==> src/assert_macros.svh <==
// ----------------------------------------------------------------------------
// assert_macros.svh
// Shared concurrent assertion macros for the clock time set controller.
// ----------------------------------------------------------------------------
`ifndef ASSERT_MACROS_SVH
`define ASSERT_MACROS_SVH

// Check prop in the same cycle as cond, outside reset.
`define ASSERT_IMPLIES(label, clk, rst_n, cond, prop, msg) \
	label: assert property (@(posedge clk) disable iff (!(rst_n)) (cond) |-> (prop)) \
		else $error(msg);

// Check prop in the cycle after cond, outside reset.
`define ASSERT_NEXT(label, clk, rst_n, cond, prop, msg) \
	label: assert property (@(posedge clk) disable iff (!(rst_n)) (cond) |=> (prop)) \
		else $error(msg);

`endif

==> src/ctsc_pkg.sv <==
// ----------------------------------------------------------------------------
// ctsc_pkg
// Types, codes and tables shared by the clock time set controller.
// ----------------------------------------------------------------------------
package ctsc_pkg;

	typedef enum logic [1:0] {
		OP_TURN   = 2'd0,
		OP_BUTTON = 2'd1,
		OP_TICK   = 2'd2
	} op_t;

	typedef enum logic [1:0] {
		MODE_SHOW         = 2'd0,
		MODE_EDIT_HOURS   = 2'd1,
		MODE_EDIT_MINUTES = 2'd2,
		MODE_COMMIT_WAIT  = 2'd3
	} mode_t;

	// channel codes in a colour table entry
	localparam logic [1:0] CODE_HALF = 2'd1;
	localparam logic [1:0] CODE_FULL = 2'd2;

	localparam logic [5:0] HOUR_LAST      = 6'd23;
	localparam logic [5:0] HOURS_PER_DAY  = 6'd24;
	localparam logic [6:0] MINUTE_LAST    = 7'd59;
	localparam logic [6:0] MINUTES_PER_HR = 7'd60;
	localparam logic [6:0] MINUTE_CARRY   = 7'd100;
	localparam logic [3:0] LEVEL_MAX      = 4'd15;
	localparam logic [15:0] IDLE_MAX      = 16'hFFFF;
	localparam logic [15:0] TIMEOUT_RESET = 16'd30;

	// x / 100 for x < 4096 as (x * 5243) >> 19
	localparam logic [12:0] DIV100_MUL   = 13'd5243;
	localparam int          DIV100_SHIFT = 19;

	localparam logic [3:0] MASK_SHOW    = 4'b0000;
	localparam logic [3:0] MASK_HOURS   = 4'b0011;
	localparam logic [3:0] MASK_MINUTES = 4'b1100;
	localparam logic [3:0] MASK_STORE   = 4'b1111;

	localparam logic [5:0] COLOR_CODES [32] = '{
		6'h01, 6'h02, 6'h04, 6'h05, 6'h06, 6'h08, 6'h09, 6'h0A,
		6'h10, 6'h11, 6'h12, 6'h14, 6'h15, 6'h16, 6'h18, 6'h19, 6'h1A,
		6'h20, 6'h21, 6'h22, 6'h24, 6'h25, 6'h26, 6'h28, 6'h29, 6'h2A,
		6'h00, 6'h00, 6'h00, 6'h00, 6'h00, 6'h00
	};

	typedef struct packed {
		logic [1:0]        op;
		logic signed [1:0] step;
		logic              button_down;
		logic              new_second;
		logic [11:0]       rtc_time;
		logic [5:0]        rtc_hours;
		logic [6:0]        rtc_minutes;
	} item_t;

	typedef struct packed {
		logic [1:0]  mode_now;
		logic [11:0] display_value;
		logic [4:0]  base_color_index;
		logic [7:0]  blink_red;
		logic [7:0]  blink_green;
		logic [7:0]  blink_blue;
		logic [3:0]  blink_digits;
		logic        store_strobe;
		logic [11:0] store_value;
	} result_t;

	// hours * 100 + minutes with shifts and adds
	function automatic logic [11:0] join_time(logic [5:0] hours, logic [6:0] minutes);
		logic [11:0] h;
		h = {6'd0, hours};
		return (h << 6) + (h << 5) + (h << 2) + {5'd0, minutes};
	endfunction

	function automatic logic [7:0] chan_level(logic [1:0] code, logic [7:0] lvl);
		logic [7:0] r;
		case (code)
			CODE_HALF: r = lvl >> 1;
			CODE_FULL: r = lvl;
			default:   r = 8'd0;
		endcase
		return r;
	endfunction

endpackage

==> src/ctsc_cmd_if.sv <==
// ----------------------------------------------------------------------------
// ctsc_cmd_if
// Event channel: turns, button edges and ticks with clock time.
// ----------------------------------------------------------------------------
interface ctsc_cmd_if;
	logic              valid;
	logic              ready;
	logic [1:0]        op;
	logic signed [1:0] step;
	logic              button_down;
	logic              new_second;
	logic [11:0]       rtc_time;

	modport source (output valid, output op, output step, output button_down,
		output new_second, output rtc_time, input ready);
	modport sink (input valid, input op, input step, input button_down,
		input new_second, input rtc_time, output ready);
endinterface

==> src/ctsc_disp_if.sv <==
// ----------------------------------------------------------------------------
// ctsc_disp_if
// Result channel: display state and committed time.
// ----------------------------------------------------------------------------
interface ctsc_disp_if;
	logic        valid;
	logic        ready;
	logic [1:0]  mode_now;
	logic [11:0] display_value;
	logic [4:0]  base_color_index;
	logic [7:0]  blink_red;
	logic [7:0]  blink_green;
	logic [7:0]  blink_blue;
	logic [3:0]  blink_digits;
	logic        store_strobe;
	logic [11:0] store_value;

	modport source (output valid, output mode_now, output display_value,
		output base_color_index, output blink_red, output blink_green,
		output blink_blue, output blink_digits, output store_strobe,
		output store_value, input ready);
	modport sink (input valid, input mode_now, input display_value,
		input base_color_index, input blink_red, input blink_green,
		input blink_blue, input blink_digits, input store_strobe,
		input store_value, output ready);
endinterface

==> src/clock_time_set_controller.sv <==
// ----------------------------------------------------------------------------
// clock_time_set_controller
// Mode, time setting and digit colour animation of a four-digit clock.
// ----------------------------------------------------------------------------
// Usage:
//   cmd  (sink)   takes one word per event: encoder turn, button edge, or a
//                 100 ms tick that may carry a fresh clock time.
//   disp (source) gives one word per event: mode, time to show, user colour,
//                 animated colour and digit mask, and the commit strobe.
//   cfg_we/cfg_wdata write the idle timeout in ticks; write only while idle.
// Pipeline: the cmd word is registered in the input stage and its result in
//   the output register, which drives disp.
//   Stage one registers the event and splits the clock time into hours and
//   minutes with a reciprocal multiply; stage two applies the event to the
//   state and loads the output register.
// Throughput: one word per cycle while disp is taken; the state update is a
//   single pass of compares and small adds, so back-to-back events are taken.
// Stall: when disp is not taken, the output word holds, the input register
//   holds its word, and cmd.ready stays low while that word waits.
// Reset: show mode, all times, levels and colour indices zero, animation
//   rising, timeout 30 ticks; both channels empty.
// ----------------------------------------------------------------------------
`include "assert_macros.svh"

module clock_time_set_controller #(
	parameter int COLOR_COUNT = 26
) (
	input  logic       clk,
	input  logic       arst_n,
	ctsc_cmd_if.sink   cmd,
	ctsc_disp_if.source disp,
	input  logic       cfg_we,
	input  logic [15:0] cfg_wdata
);
	import ctsc_pkg::*;

	logic        item_valid;
	item_t       item;
	logic        advance;
	result_t     res;
	logic [15:0] timeout_q;
	logic        out_valid_q;
	result_t     out_q;

	// move the staged word on whenever the output register is free or drains
	assign advance = item_valid && (!out_valid_q || disp.ready);

	always_ff @(posedge clk or negedge arst_n) begin
		if (!arst_n) begin
			timeout_q <= TIMEOUT_RESET;
		end else if (cfg_we) begin
			timeout_q <= cfg_wdata;
		end
	end

	ctsc_in_stage u_in_stage (
		.clk        (clk),
		.arst_n     (arst_n),
		.cmd        (cmd),
		.advance    (advance),
		.item_valid (item_valid),
		.item       (item)
	);

	ctsc_core #(
		.COLOR_COUNT (COLOR_COUNT)
	) u_core (
		.clk           (clk),
		.arst_n        (arst_n),
		.advance       (advance),
		.item          (item),
		.timeout_ticks (timeout_q),
		.res           (res)
	);

	// output register: hold while stalled, load on advance
	always_ff @(posedge clk or negedge arst_n) begin
		if (!arst_n) begin
			out_valid_q <= 1'b0;
		end else if (!out_valid_q || disp.ready) begin
			out_valid_q <= item_valid;
		end
	end

	always_ff @(posedge clk) begin
		if (advance) begin
			out_q <= res;
		end
	end

	assign disp.valid            = out_valid_q;
	assign disp.mode_now         = out_q.mode_now;
	assign disp.display_value    = out_q.display_value;
	assign disp.base_color_index = out_q.base_color_index;
	assign disp.blink_red        = out_q.blink_red;
	assign disp.blink_green      = out_q.blink_green;
	assign disp.blink_blue       = out_q.blink_blue;
	assign disp.blink_digits     = out_q.blink_digits;
	assign disp.store_strobe     = out_q.store_strobe;
	assign disp.store_value      = out_q.store_value;

	// a commit always lands back in show mode
	`ASSERT_IMPLIES(a_commit_in_show, clk, arst_n, disp.valid && disp.store_strobe,
		disp.mode_now == MODE_SHOW, "commit outside show mode")

	// show mode draws no animated digits
	`ASSERT_IMPLIES(a_show_no_blink, clk, arst_n, disp.valid && disp.mode_now == MODE_SHOW,
		disp.blink_digits == MASK_SHOW, "animated digits in show mode")

	// the committed time is what show mode displays
	`ASSERT_IMPLIES(a_commit_shown, clk, arst_n, disp.valid && disp.store_strobe,
		disp.display_value == disp.store_value, "committed time not displayed")

	// a staged word with a free output is in the output register in the cycle after
	`ASSERT_NEXT(a_stage_drains, clk, arst_n, item_valid && !out_valid_q,
		out_valid_q, "staged word not moved to the output")

endmodule

==> src/ctsc_in_stage.sv <==
// ----------------------------------------------------------------------------
// ctsc_in_stage
// Input register; splits the clock time into hours and minutes on the way in.
// ----------------------------------------------------------------------------
module ctsc_in_stage (
	input  logic           clk,
	input  logic           arst_n,
	ctsc_cmd_if.sink       cmd,
	input  logic           advance,
	output logic           item_valid,
	output ctsc_pkg::item_t item
);
	import ctsc_pkg::*;

	logic [24:0] prod;
	logic [5:0]  hours;
	logic [11:0] rem;
	logic        valid_s1;
	item_t       item_s1;

	assign prod  = {13'd0, cmd.rtc_time} * {12'd0, DIV100_MUL};
	assign hours = prod[DIV100_SHIFT +: 6];
	assign rem   = cmd.rtc_time - join_time(hours, 7'd0);

	assign cmd.ready  = !valid_s1 || advance;
	assign item_valid = valid_s1;
	assign item       = item_s1;

	always_ff @(posedge clk or negedge arst_n) begin
		if (!arst_n) begin
			valid_s1 <= 1'b0;
		end else if (cmd.ready) begin
			valid_s1 <= cmd.valid;
		end
	end

	always_ff @(posedge clk) begin
		if (cmd.ready && cmd.valid) begin
			item_s1.op          <= cmd.op;
			item_s1.step        <= cmd.step;
			item_s1.button_down <= cmd.button_down;
			item_s1.new_second  <= cmd.new_second;
			item_s1.rtc_time    <= cmd.rtc_time;
			item_s1.rtc_hours   <= hours;
			item_s1.rtc_minutes <= rem[6:0];
		end
	end

endmodule

==> src/ctsc_core.sv <==
// ----------------------------------------------------------------------------
// ctsc_core
// Mode, time and animation state; computes the next state and the result.
// ----------------------------------------------------------------------------
module ctsc_core #(
	parameter int COLOR_COUNT = 26
) (
	input  logic              clk,
	input  logic              arst_n,
	input  logic              advance,
	input  ctsc_pkg::item_t   item,
	input  logic [15:0]       timeout_ticks,
	output ctsc_pkg::result_t res
);
	import ctsc_pkg::*;

	localparam logic [4:0] COLOR_LAST = 5'(COLOR_COUNT - 1);
	localparam logic signed [6:0] COLOR_LIMIT = 7'(COLOR_COUNT);

	mode_t       mode_q, mode_n;
	logic [11:0] clock_q, clock_n;
	logic [5:0]  ch_q, ch_n;
	logic [6:0]  cm_q, cm_n;
	logic [5:0]  wh_q, wh_n;
	logic [6:0]  wm_q, wm_n;
	logic [3:0]  lvl_q, lvl_n;
	logic        rising_q, rising_n;
	logic [4:0]  aci_q, aci_n;
	logic [4:0]  uci_q, uci_n;
	logic [15:0] idle_q, idle_n;
	logic [7:0]  red_q, red_n, green_q, green_n, blue_q, blue_n;
	logic        strobe;
	logic [11:0] work_time;

	assign work_time = join_time(wh_q, wm_q);

	always_comb begin
		logic signed [6:0] inc;
		logic signed [6:0] idx;
		logic signed [7:0] ht;
		logic signed [7:0] mt;
		logic [7:0]        mu;
		logic [7:0]        lvl8;
		logic [5:0]        code;
		mode_t             target;

		mode_n   = mode_q;
		clock_n  = clock_q;
		ch_n     = ch_q;
		cm_n     = cm_q;
		wh_n     = wh_q;
		wm_n     = wm_q;
		lvl_n    = lvl_q;
		rising_n = rising_q;
		aci_n    = aci_q;
		uci_n    = uci_q;
		idle_n   = idle_q;
		red_n    = red_q;
		green_n  = green_q;
		blue_n   = blue_q;
		strobe   = 1'b0;
		target   = mode_q;
		inc      = {{5{item.step[1]}}, item.step};
		idx      = $signed({2'b00, uci_q}) + inc;
		ht       = $signed({2'b00, wh_q}) + {inc[6], inc};
		mt       = $signed({1'b0, wm_q}) + {inc[6], inc};
		mu       = 8'd0;
		lvl8     = {lvl_q, 4'hF};
		code     = 6'd0;

		case (item.op)
			OP_TURN: begin
				idle_n = 16'd0;
				case (mode_q)
					MODE_SHOW: begin
						if (idx < 7'sd0 || idx >= COLOR_LIMIT) begin
							uci_n = (inc > 7'sd0) ? 5'd0 : COLOR_LAST;
						end else begin
							uci_n = idx[4:0];
						end
					end
					MODE_EDIT_HOURS: begin
						if (wh_q == 6'd0 && inc < 7'sd0) begin
							wh_n = HOUR_LAST;
						end else if (ht < 8'sd0) begin
							wh_n = 6'(ht + 8'(HOURS_PER_DAY));
						end else if (ht >= $signed({2'b00, HOURS_PER_DAY})) begin
							wh_n = 6'(ht - 8'(HOURS_PER_DAY));
						end else begin
							wh_n = ht[5:0];
						end
					end
					MODE_EDIT_MINUTES: begin
						if (mt < 8'sd0) begin
							wm_n = MINUTE_LAST;
						end else begin
							// carry into the hour at one hundred, then fold 60..99
							mu = mt;
							if (mu >= {1'b0, MINUTE_CARRY}) begin
								mu   = mu - {1'b0, MINUTE_CARRY};
								wh_n = wh_q + 6'd1;
							end
							if (mu >= {1'b0, MINUTES_PER_HR}) begin
								mu = mu - {1'b0, MINUTES_PER_HR};
							end
							wm_n = mu[6:0];
						end
					end
					default: ;
				endcase
			end
			OP_BUTTON: begin
				idle_n = 16'd0;
				case (mode_q)
					MODE_SHOW:         if (!item.button_down) target = MODE_EDIT_HOURS;
					MODE_EDIT_HOURS:   if (!item.button_down) target = MODE_EDIT_MINUTES;
					MODE_EDIT_MINUTES: if (item.button_down) target = MODE_COMMIT_WAIT;
					default: begin
						if (!item.button_down) begin
							if (lvl_q == 4'd0 && wh_q < HOURS_PER_DAY && wm_q < MINUTES_PER_HR) begin
								clock_n = work_time;
								ch_n    = wh_q;
								cm_n    = wm_q;
								strobe  = 1'b1;
							end
							target = MODE_SHOW;
						end
					end
				endcase
			end
			OP_TICK: begin
				idle_n = (idle_q == IDLE_MAX) ? idle_q : idle_q + 16'd1;
				if (item.new_second) begin
					clock_n = item.rtc_time;
					ch_n    = item.rtc_hours;
					cm_n    = item.rtc_minutes;
					if (mode_q != MODE_SHOW && idle_n >= timeout_ticks) begin
						target = MODE_SHOW;
					end
				end
			end
			default: ;
		endcase

		// mode entry side effects
		if (target != mode_q) begin
			if (target == MODE_EDIT_HOURS || target == MODE_EDIT_MINUTES) begin
				if (target == MODE_EDIT_HOURS) begin
					wh_n = ch_q;
					wm_n = cm_q;
				end
				lvl_n    = 4'd0;
				rising_n = 1'b1;
				aci_n    = 5'd0;
				red_n    = 8'd0;
				green_n  = 8'd0;
				blue_n   = 8'd0;
			end else if (target == MODE_COMMIT_WAIT) begin
				lvl_n = LEVEL_MAX;
			end
		end
		mode_n = target;

		// animation step on ticks outside show mode
		if (item.op == OP_TICK && mode_n != MODE_SHOW) begin
			lvl8    = {lvl_n, 4'hF};
			code    = COLOR_CODES[aci_n];
			red_n   = chan_level(code[1:0], lvl8);
			green_n = chan_level(code[3:2], lvl8);
			blue_n  = chan_level(code[5:4], lvl8);
			if (mode_n == MODE_COMMIT_WAIT) begin
				if (lvl_n != 4'd0) lvl_n = lvl_n - 4'd1;
			end else begin
				if (lvl_n >= LEVEL_MAX) begin
					rising_n = 1'b0;
				end else if (lvl_n == 4'd0) begin
					rising_n = 1'b1;
					aci_n    = (aci_n == COLOR_LAST) ? 5'd0 : aci_n + 5'd1;
				end
				lvl_n = rising_n ? lvl_n + 4'd1 : lvl_n - 4'd1;
			end
		end
	end

	always_ff @(posedge clk or negedge arst_n) begin
		if (!arst_n) begin
			mode_q   <= MODE_SHOW;
			clock_q  <= 12'd0;
			ch_q     <= 6'd0;
			cm_q     <= 7'd0;
			wh_q     <= 6'd0;
			wm_q     <= 7'd0;
			lvl_q    <= 4'd0;
			rising_q <= 1'b1;
			aci_q    <= 5'd0;
			uci_q    <= 5'd0;
			idle_q   <= 16'd0;
			red_q    <= 8'd0;
			green_q  <= 8'd0;
			blue_q   <= 8'd0;
		end else if (advance) begin
			mode_q   <= mode_n;
			clock_q  <= clock_n;
			ch_q     <= ch_n;
			cm_q     <= cm_n;
			wh_q     <= wh_n;
			wm_q     <= wm_n;
			lvl_q    <= lvl_n;
			rising_q <= rising_n;
			aci_q    <= aci_n;
			uci_q    <= uci_n;
			idle_q   <= idle_n;
			red_q    <= red_n;
			green_q  <= green_n;
			blue_q   <= blue_n;
		end
	end

	always_comb begin
		res.mode_now         = mode_n;
		res.display_value    = (mode_n == MODE_SHOW) ? clock_n : join_time(wh_n, wm_n);
		res.base_color_index = uci_n;
		res.blink_red        = red_n;
		res.blink_green      = green_n;
		res.blink_blue       = blue_n;
		res.store_strobe     = strobe;
		res.store_value      = strobe ? work_time : 12'd0;
		unique case (mode_n)
			MODE_SHOW:         res.blink_digits = MASK_SHOW;
			MODE_EDIT_HOURS:   res.blink_digits = MASK_HOURS;
			MODE_EDIT_MINUTES: res.blink_digits = MASK_MINUTES;
			default:           res.blink_digits = MASK_STORE;
		endcase
	end

endmodule
==> src/flat_wrapper.sv <==
// flat-port wrapper written by rule: the top's interface ports become plain ports
module clock_time_set_controller_flat import ctsc_pkg::*;
#(
	parameter int COLOR_COUNT = 26
)
  (clk, arst_n, cfg_we, cfg_wdata, cmd_valid, cmd_op, cmd_step, cmd_button_down, cmd_new_second, cmd_rtc_time, cmd_ready, disp_valid, disp_mode_now, disp_display_value, disp_base_color_index, disp_blink_red, disp_blink_green, disp_blink_blue, disp_blink_digits, disp_store_strobe, disp_store_value, disp_ready);
  ctsc_cmd_if cmd_i ();
  ctsc_disp_if disp_i ();
  input  logic clk;
  input  logic arst_n;
  input  logic cfg_we;
  input  logic [15:0] cfg_wdata;
  input wire logic [$bits(cmd_i.valid)-1:0] cmd_valid;
  input wire logic [$bits(cmd_i.op)-1:0] cmd_op;
  input wire logic [$bits(cmd_i.step)-1:0] cmd_step;
  input wire logic [$bits(cmd_i.button_down)-1:0] cmd_button_down;
  input wire logic [$bits(cmd_i.new_second)-1:0] cmd_new_second;
  input wire logic [$bits(cmd_i.rtc_time)-1:0] cmd_rtc_time;
  output wire logic [$bits(cmd_i.ready)-1:0] cmd_ready;
  output wire logic [$bits(disp_i.valid)-1:0] disp_valid;
  output wire logic [$bits(disp_i.mode_now)-1:0] disp_mode_now;
  output wire logic [$bits(disp_i.display_value)-1:0] disp_display_value;
  output wire logic [$bits(disp_i.base_color_index)-1:0] disp_base_color_index;
  output wire logic [$bits(disp_i.blink_red)-1:0] disp_blink_red;
  output wire logic [$bits(disp_i.blink_green)-1:0] disp_blink_green;
  output wire logic [$bits(disp_i.blink_blue)-1:0] disp_blink_blue;
  output wire logic [$bits(disp_i.blink_digits)-1:0] disp_blink_digits;
  output wire logic [$bits(disp_i.store_strobe)-1:0] disp_store_strobe;
  output wire logic [$bits(disp_i.store_value)-1:0] disp_store_value;
  input wire logic [$bits(disp_i.ready)-1:0] disp_ready;
  assign cmd_i.valid = cmd_valid;
  assign cmd_i.op = cmd_op;
  assign cmd_i.step = cmd_step;
  assign cmd_i.button_down = cmd_button_down;
  assign cmd_i.new_second = cmd_new_second;
  assign cmd_i.rtc_time = cmd_rtc_time;
  assign cmd_ready = cmd_i.ready;
  assign disp_valid = disp_i.valid;
  assign disp_mode_now = disp_i.mode_now;
  assign disp_display_value = disp_i.display_value;
  assign disp_base_color_index = disp_i.base_color_index;
  assign disp_blink_red = disp_i.blink_red;
  assign disp_blink_green = disp_i.blink_green;
  assign disp_blink_blue = disp_i.blink_blue;
  assign disp_blink_digits = disp_i.blink_digits;
  assign disp_store_strobe = disp_i.store_strobe;
  assign disp_store_value = disp_i.store_value;
  assign disp_i.ready = disp_ready;
  clock_time_set_controller #(.COLOR_COUNT(COLOR_COUNT)) u_core (.clk(clk), .arst_n(arst_n), .cmd(cmd_i), .disp(disp_i), .cfg_we(cfg_we), .cfg_wdata(cfg_wdata));
endmodule
==> config.mk <==
export PLATFORM = sky130hd
export DESIGN_NAME = clock_time_set_controller_flat
export DESIGN_NICKNAME = d
export VERILOG_FILES = /design/src/ctsc_pkg.sv /design/src/ctsc_cmd_if.sv /design/src/ctsc_disp_if.sv /design/src/clock_time_set_controller.sv /design/src/ctsc_in_stage.sv /design/src/ctsc_core.sv /design/src/flat_wrapper.sv
export VERILOG_INCLUDE_DIRS = /design/src /design/src/src
export SDC_FILE = /design/constraint.sdc
export NUM_CORES = 1
export LEC_CHECK = 0
export BUFFER_PORTS_ARGS = -buffer_cell sky130_fd_sc_hd__buf_2
export CORE_MARGIN = 1.5
export CORE_UTILIZATION = 62
export DETAILED_ROUTE_END_ITERATION = 7
export PLACE_DENSITY = 0.81
export SLEW_MARGIN = 20
export SYNTH_ARGS = -nofsm -noshare
export SYNTH_HDL_FRONTEND = slang
export SYNTH_SLANG_ARGS = --single-unit
==> constraint.sdc <==
create_clock -name clk -period 10.2 [get_ports clk]
set_input_delay 0.51 -clock clk [delete_from_list [all_inputs] [get_ports clk]]
set_output_delay 0.51 -clock clk [all_outputs]
set_load 0.02 [all_outputs]
Word-level counts from Yosys, hierarchy flattened
Memory sizes are Yosys's and may differ from the RTL's.
Index checks and enable logic that the tools add are counted.
{"block": "op_classes", "mux": 92, "n_mul": 1, "n_bitwise": 1, "n_addsub": 21, "reduce_logical": 28, "eq_ne": 20, "order_cmp": 14}
{"op": "two-way mux 8 bit", "n": 13}
{"op": "two-way mux 6 bit", "n": 15}
{"op": "two-way mux 7 bit", "n": 11}
{"op": "two-way mux 12 bit", "n": 5}
{"op": "two-way mux 5 bit", "n": 11}
{"op": "case mux 8 bit (2 select lines)", "n": 3}
{"op": "case mux 16 bit (2 select lines)", "n": 1}
{"op": "two-way mux 4 bit", "n": 7}
{"op": "multiplier 12 x 13 -> 25 bit (second input constant)", "n": 1}
{"op": "adder 12 x 11 -> 12 bit", "n": 2}
{"op": "adder 12 x 7 -> 12 bit", "n": 2}
{"op": "adder 12 x 8 -> 12 bit", "n": 2}
{"op": "case mux 12 bit (2 select lines)", "n": 1}
{"op": "case mux 6 bit (2 select lines)", "n": 2}
{"op": "adder 16 x 1 -> 16 bit (second input constant)", "n": 1}
{"op": "equality test 16 bit (second input constant)", "n": 1}
{"op": ">= comparator 16 bit", "n": 1}
{"op": ">= comparator 8 x 6 -> 1 bit (second input constant)", "n": 2}
{"op": "< comparator 8 x 1 -> 1 bit (second input constant)", "n": 2}
{"op": "two-way mux 16 bit", "n": 1}
{"op": "adder 7 bit", "n": 2}
{"op": "equality test 2 bit (second input constant)", "n": 7}
{"op": "case mux 7 bit (2 select lines)", "n": 1}
{"op": "equality test 2 x 1 -> 1 bit (second input constant)", "n": 6}
{"op": "43 further kinds", "n": 77}
{"block": "word_totals", "mem_count": 1, "input_bits": 39, "reg_bits": 204, "rom_bits": 192}
{"name": "(name not given)", "words": 32, "word_bits": 6, "read_ports": 1, "rd_ports_with_merged_regs": 0, "wr": 0, "line": "ctsc_core.sv:167", "rtl": "code = COLOR_CODES[aci_n];"}

Longest topological paths before layout
{"block": "depth", "depth_word": 19, "ltp_mapped": 41, "depth_no_buf": 36}

Hierarchy
Synthesis repeated with hierarchy kept, for this count alone.
{"block": "hier_totals", "cells_unflattened": 1605, "area_unflattened_um2": 15991.6}
{"mod": "ctsc_core", "instances": 1, "seq_area_each_um2": 2378.5, "area_each_um2": 9703.1, "cells_each": 1162}
{"mod": "ctsc_in_stage", "instances": 1, "seq_area_each_um2": 895.9, "area_each_um2": 3788.6, "cells_each": 345}
{"mod": "clock_time_set_controller", "instances": 1, "seq_area_each_um2": 2232.1, "area_each_um2": 2499.9, "cells_each": 98}

Worst setup path after synthesis
No wires, ideal clock.
{"block": "synth_path", "kind": "reg-to-reg", "startpoint": "reg u_core.u_core.idle_q[3]", "endpoint": "reg u_core.out_q, in the netlist u_core.disp.display_value[11] (data pin)", "stages_incl_launch_ff": 41, "required_ns": 9.927, "arrival_ns": 7.219, "setup_ns": 0.273, "path_slack_ns": 2.707, "path_cell_list": "dfrtp_1 > clkbuf_1 > and4_1 > nand4_1 > nor2_1 > and3_1 > clkbuf_1 > nand3_1 > clkbuf_1 > nand3_1 > nor2_1 > xor2_1 > ha_1 > a21o_1 > a21o_1 > a221oi_1 > or2_1 > a21oi_1 > [5 not listed] > buf_6 > nand2_1 > clkbuf_1 > nor2_1 > a21oi_1 > inv_1 > fa_1 > inv_1 > ha_1 > ha_1 > a21o_1 > a21oi_1 > o21bai_1 > a21oi_1 > o21bai_1 > a21oi_1 > xnor2_1 > o22ai_1"}
{"item": "from (decl)", "line": "ctsc_core.sv:30", "rtl": "logic [15:0] idle_q, idle_n;"}
{"item": "from (signal assigned)", "line": "ctsc_core.sv:212", "rtl": "idle_q <= idle_n;"}
{"item": "to (signal assigned)", "line": "clock_time_set_controller.sv:87", "rtl": "out_q <= res;"}
{"item": "to (decl)", "line": "clock_time_set_controller.sv:43", "rtl": "result_t out_q;"}

==> impl_results.md <==
- Result of the run: completed
- Layout net count: about 1900
- Clock tree from TritonCTS: yes
- Number of max-cap violations: 0
- Total count of max-transition violations in the final report: 0
- Portion of the post-synthesis area used by sequential elements: 35.10%
- Simple-Gate Fraction of Synth Area: about a tenth
- Share of post-route cells with drive strength above 1: 11.76%
- Maximum buffer depth of the clock tree: 2
- Synthesized instance count: between 1500 and 2000
- Delay of the slowest critical-path stage: roughly 0.65 ns
- Async set-or-reset flop fraction in the synthesized netlist: a little under three fifths
- Fraction of post-synthesis cell area in the top cell type by area: roughly 18%
- Worst hold margin: 0.1533 ns
- Ports placed on the boundary: about 100
- Adder-cell area share of the yosys netlist: between 20% and 30%
- Most instantiated cells after synthesis: sky130_fd_sc_hd__ha_1, sky130_fd_sc_hd__inv_1, sky130_fd_sc_hd__nand2_1
- Xor-xnor portion of the synthesized cell area: 3.113%
- Nets in the synthesized netlist: around 1800
- Worst hold path class: input pin to asynchronous set/reset pin
- Crit end category: register
- Post-route DRC: 0
- Relative slew margins: 35.43%
- Gpl congestion: ~0.96
- Post-cts resize count: 0
- Number of buffers inserted for hold repair after clock tree synthesis: 0
- FP Rows: 57
- Clk pin slew, worst setup/hold paths: about 0.10 ns
- Number of DRC markers in iteration 0: 870
- Post-synthesis average cell area: between 10 and 15 sq um
- Iteration count of the initial detailed-routing pass: 7
- Library cell occupying the most area in the post-synthesis netlist: sky130_fd_sc_hd__dfrtp_1
- Die extent in y: ~160 microns
- Clock latency of the later-clocked register in the worst-skew pair: ~0.46 ns
- Vias per Instance: between 6 and 7
- Worst EP arrival: 9.23 ns
- Hold violation count in the final report: 0
- Global routing met2 resource utilization: between 40% and 50%
- Flip-flop cell with the highest count after synthesis: sky130_fd_sc_hd__dfrtp_1
- Portion of total power attributed to combinational logic: a little over half
- Final wirelength: approximately 35 mm
- Antenna-violating nets left: 0
- Number of global-route vias before repair: 11760
- Pin count of the biggest net entering global routing: 71
- Compound-gate portion of the synthesized area: a little under a fifth
- Root Buffer Master: sky130_fd_sc_hd__clkbuf_16
- Number of buffers inserted by port buffering: 100
- Largest cells by area after synthesis: sky130_fd_sc_hd__dfrtp_1, sky130_fd_sc_hd__edfxtp_1, sky130_fd_sc_hd__ha_1, sky130_fd_sc_hd__fa_1, sky130_fd_sc_hd__inv_1
- RSZ-0062 raised after global routing: false
- Tmin final: 9.064 ns
- Met1 usage in global routing: a little over a third
- Most frequent CP cell: sky130_fd_sc_hd__a21oi_1
- Total clock sinks: between 150 and 200
- Global-route usage over all layers: between 20% and 30%
- Die ar.: 25850 sq um
- Reported leakage power: ~8.3 nW
- Number of synthesized flops with an enable pin: 86
- Clock buffer count from CTS: 17
- Flops & latches, synth: 199
- Post-CTS setup-driven buffer insertion count: 0
- Total power density per cell area: 239.5 nW/um^2
- Slowest-stage cell, CP: sky130_fd_sc_hd__o21ba_1
- Syn Std Cell Area: between 15000 and 20000 sq um
- Number of warnings issued by yosys: 0
- Initial antenna violation count: 0
- Post-detail-place hpwl: ~26 mm
- Final setup violating endpoints: 0
- CP Class: register to register
- M3 GR Usage: 4.055%
- Initial Utilization: between 60% and 70%
- Maximum fanout encountered on the critical timing path: 21
- Dominant delay contributor by cell family on the critical path: compound AO/OA/AOI/OAI gates
- Internal portion of total power: 0.002284 W
- Sw Ratio: between 40% and 50%
- Horizontal die dimension: 160.8 microns
- Clock power share: a little under a fifth
- Fill cell instance count of the final layout: around 1900
- Busiest metal layer after global routing: met2
- Proportion of synthesized area in mux cells: between 3 and 4%
- Final routed wire length divided by cell count: approximately 18 microns
- Netlist cell types: approximately 90
- Area of the core: roughly 24000 sq um
- Worst VDD drop: a little under 0.4 mV
- Highest clock frequency the design can meet: 110.3 MHz
- Required arrival time at the worst endpoint: about 10 ns
- Startpoint types: register
- Cell Area, Placed: about 16000 sq um
- Antenna cells: 0
- Util after Layout: between 60 and 70%
- Dominant combinational cell family by area after synthesis: adder cells
- Layout overhead on the synthesized area: 8.942%
- Number of buffers and inverters on the critical path: 3
- Dominant cell by count in the synthesized netlist: sky130_fd_sc_hd__ha_1
- H-tree levels: 4
- Psw: roughly 0.0017 W
- Fraction of the cycle the final worst path needs: about nine tenths
- Slew of the pin with the lowest slew margin: 0.9685 ns
- Vias: 11850
- First-pass GRT wire length: about 58 mm
- Total negative setup slack: 0 ns
- Proportion of power drawn by flip-flops and latches: 28.8%
- Post-route standard cell area excluding fillers: 16810 sq um
- Congestion Overflow GR: 0
- Clock Skews: between 0.015 and 0.02 ns
## power groups by stage
stage | Clock, W | Combinational [W] | Sequential [W]
3_5_place_dp | 0 | 0.00210 | 0.00117
4_1_cts | 0.000749 | 0.00213 | 0.00115
6_report | 0.000742 | 0.00213 | 0.00116
5_1_grt | 0.000782 | 0.00241 | 0.00117
2_1_floorplan | 0 | 0.00160 | 0.00115
3_3_place_gp | 0 | 0.00200 | 0.00116
## path summary, 6_finish.rpt
| check | to | cells after the start | from | slack, ns |
|---|---|---|---|---|
| hold / removal | u_core.timeout_q[7] | 1 | arst_n | 0.15 |
| hold reg to reg | u_core.u_core.blue_q[2] | 2 | u_core.u_core.blue_q[2] | 0.48 |
| setup reg to reg | u_core.disp.display_value[11] | 35 | u_core.u_core.idle_q[3] | 1.14 |
| max in group asynchronous | u_core.u_core.clock_q[0] | 2 | arst_n | 8.82 |
| setup / recovery | u_core.disp.display_value[11] | 35 | u_core.u_core.idle_q[3] | 1.14 |
| min in group clk | u_core.u_in_stage.item[28] | 1 | cmd_step[1] | 0.23 |
## layout make-up
class	instances	area (sq um)	share of cell area [%]
well taps	324	405.4	2.411
flip-flops and latches	199	5416	32.21
clock inverters	15	237.7	1.414
repair buffers	109	570.5	3.393
clock buffers	17	425.4	2.530
multi-input cells	1103	9107	54.17
inverters	173	650.6	3.870
## kinds of logic (layout without fill, tap and decap cells)
logic type,Yosys count,after routing
compound gates,396,396
simple gates,348,348
fa+ha+maj,263,263
buf+inv,233,314
flops,199,199
xor+xnor,51,51
mux,45,45
## routing by layer
metal	part of all wire (%)	up-vias
met5	0	-
met4	2.8	0
met3	4.8	85
met2	50	372
met1	43	5796
li1	-	5599
## per-stage QoR
| stage | instances | power (W) | setup slack [ns] |
|---|---|---|---|
| floorplan | 1535 | 0.002753 | 2.707 |
| global placement | 1908 | 0.003162 | 1.633 |
| detailed placement | 1908 | 0.003266 | 1.283 |
| CTS | 1940 | 0.004028 | 1.244 |
| global route | 1940 | 0.004365 | 0.2920 |
| finish | 1940 | 0.004026 | 1.136 |
## sequential cells by signal (all words and copies together) (netlist names), 12 cells and up
signal                     cells
u_core.u_core.idle_q          16
u_core.u_core.clock_q         12
u_core.disp.store_value       12
u_core.disp.display_value     12
u_core.u_in_stage.item        29
u_core.timeout_q              16
## cells in the final DEF, fill, tap and decap left out, types with 19 or more instances in the layout
master                       n
sky130_fd_sc_hd__ha_1      204
sky130_fd_sc_hd__inv_1     170
sky130_fd_sc_hd__nand2_1   125
sky130_fd_sc_hd__dfrtp_1   108
sky130_fd_sc_hd__buf_2      99
sky130_fd_sc_hd__nor2_1     93
sky130_fd_sc_hd__edfxtp_1   86
sky130_fd_sc_hd__a21oi_1    83
sky130_fd_sc_hd__o21ai_0    73
sky130_fd_sc_hd__fa_1       59
sky130_fd_sc_hd__a21o_1     44
sky130_fd_sc_hd__a22o_1     41
sky130_fd_sc_hd__xnor2_1    33
sky130_fd_sc_hd__mux2i_1    27
sky130_fd_sc_hd__nor3_1     21
sky130_fd_sc_hd__nand3_1    19
No activity file was read; power rests on OpenSTA's default activity.
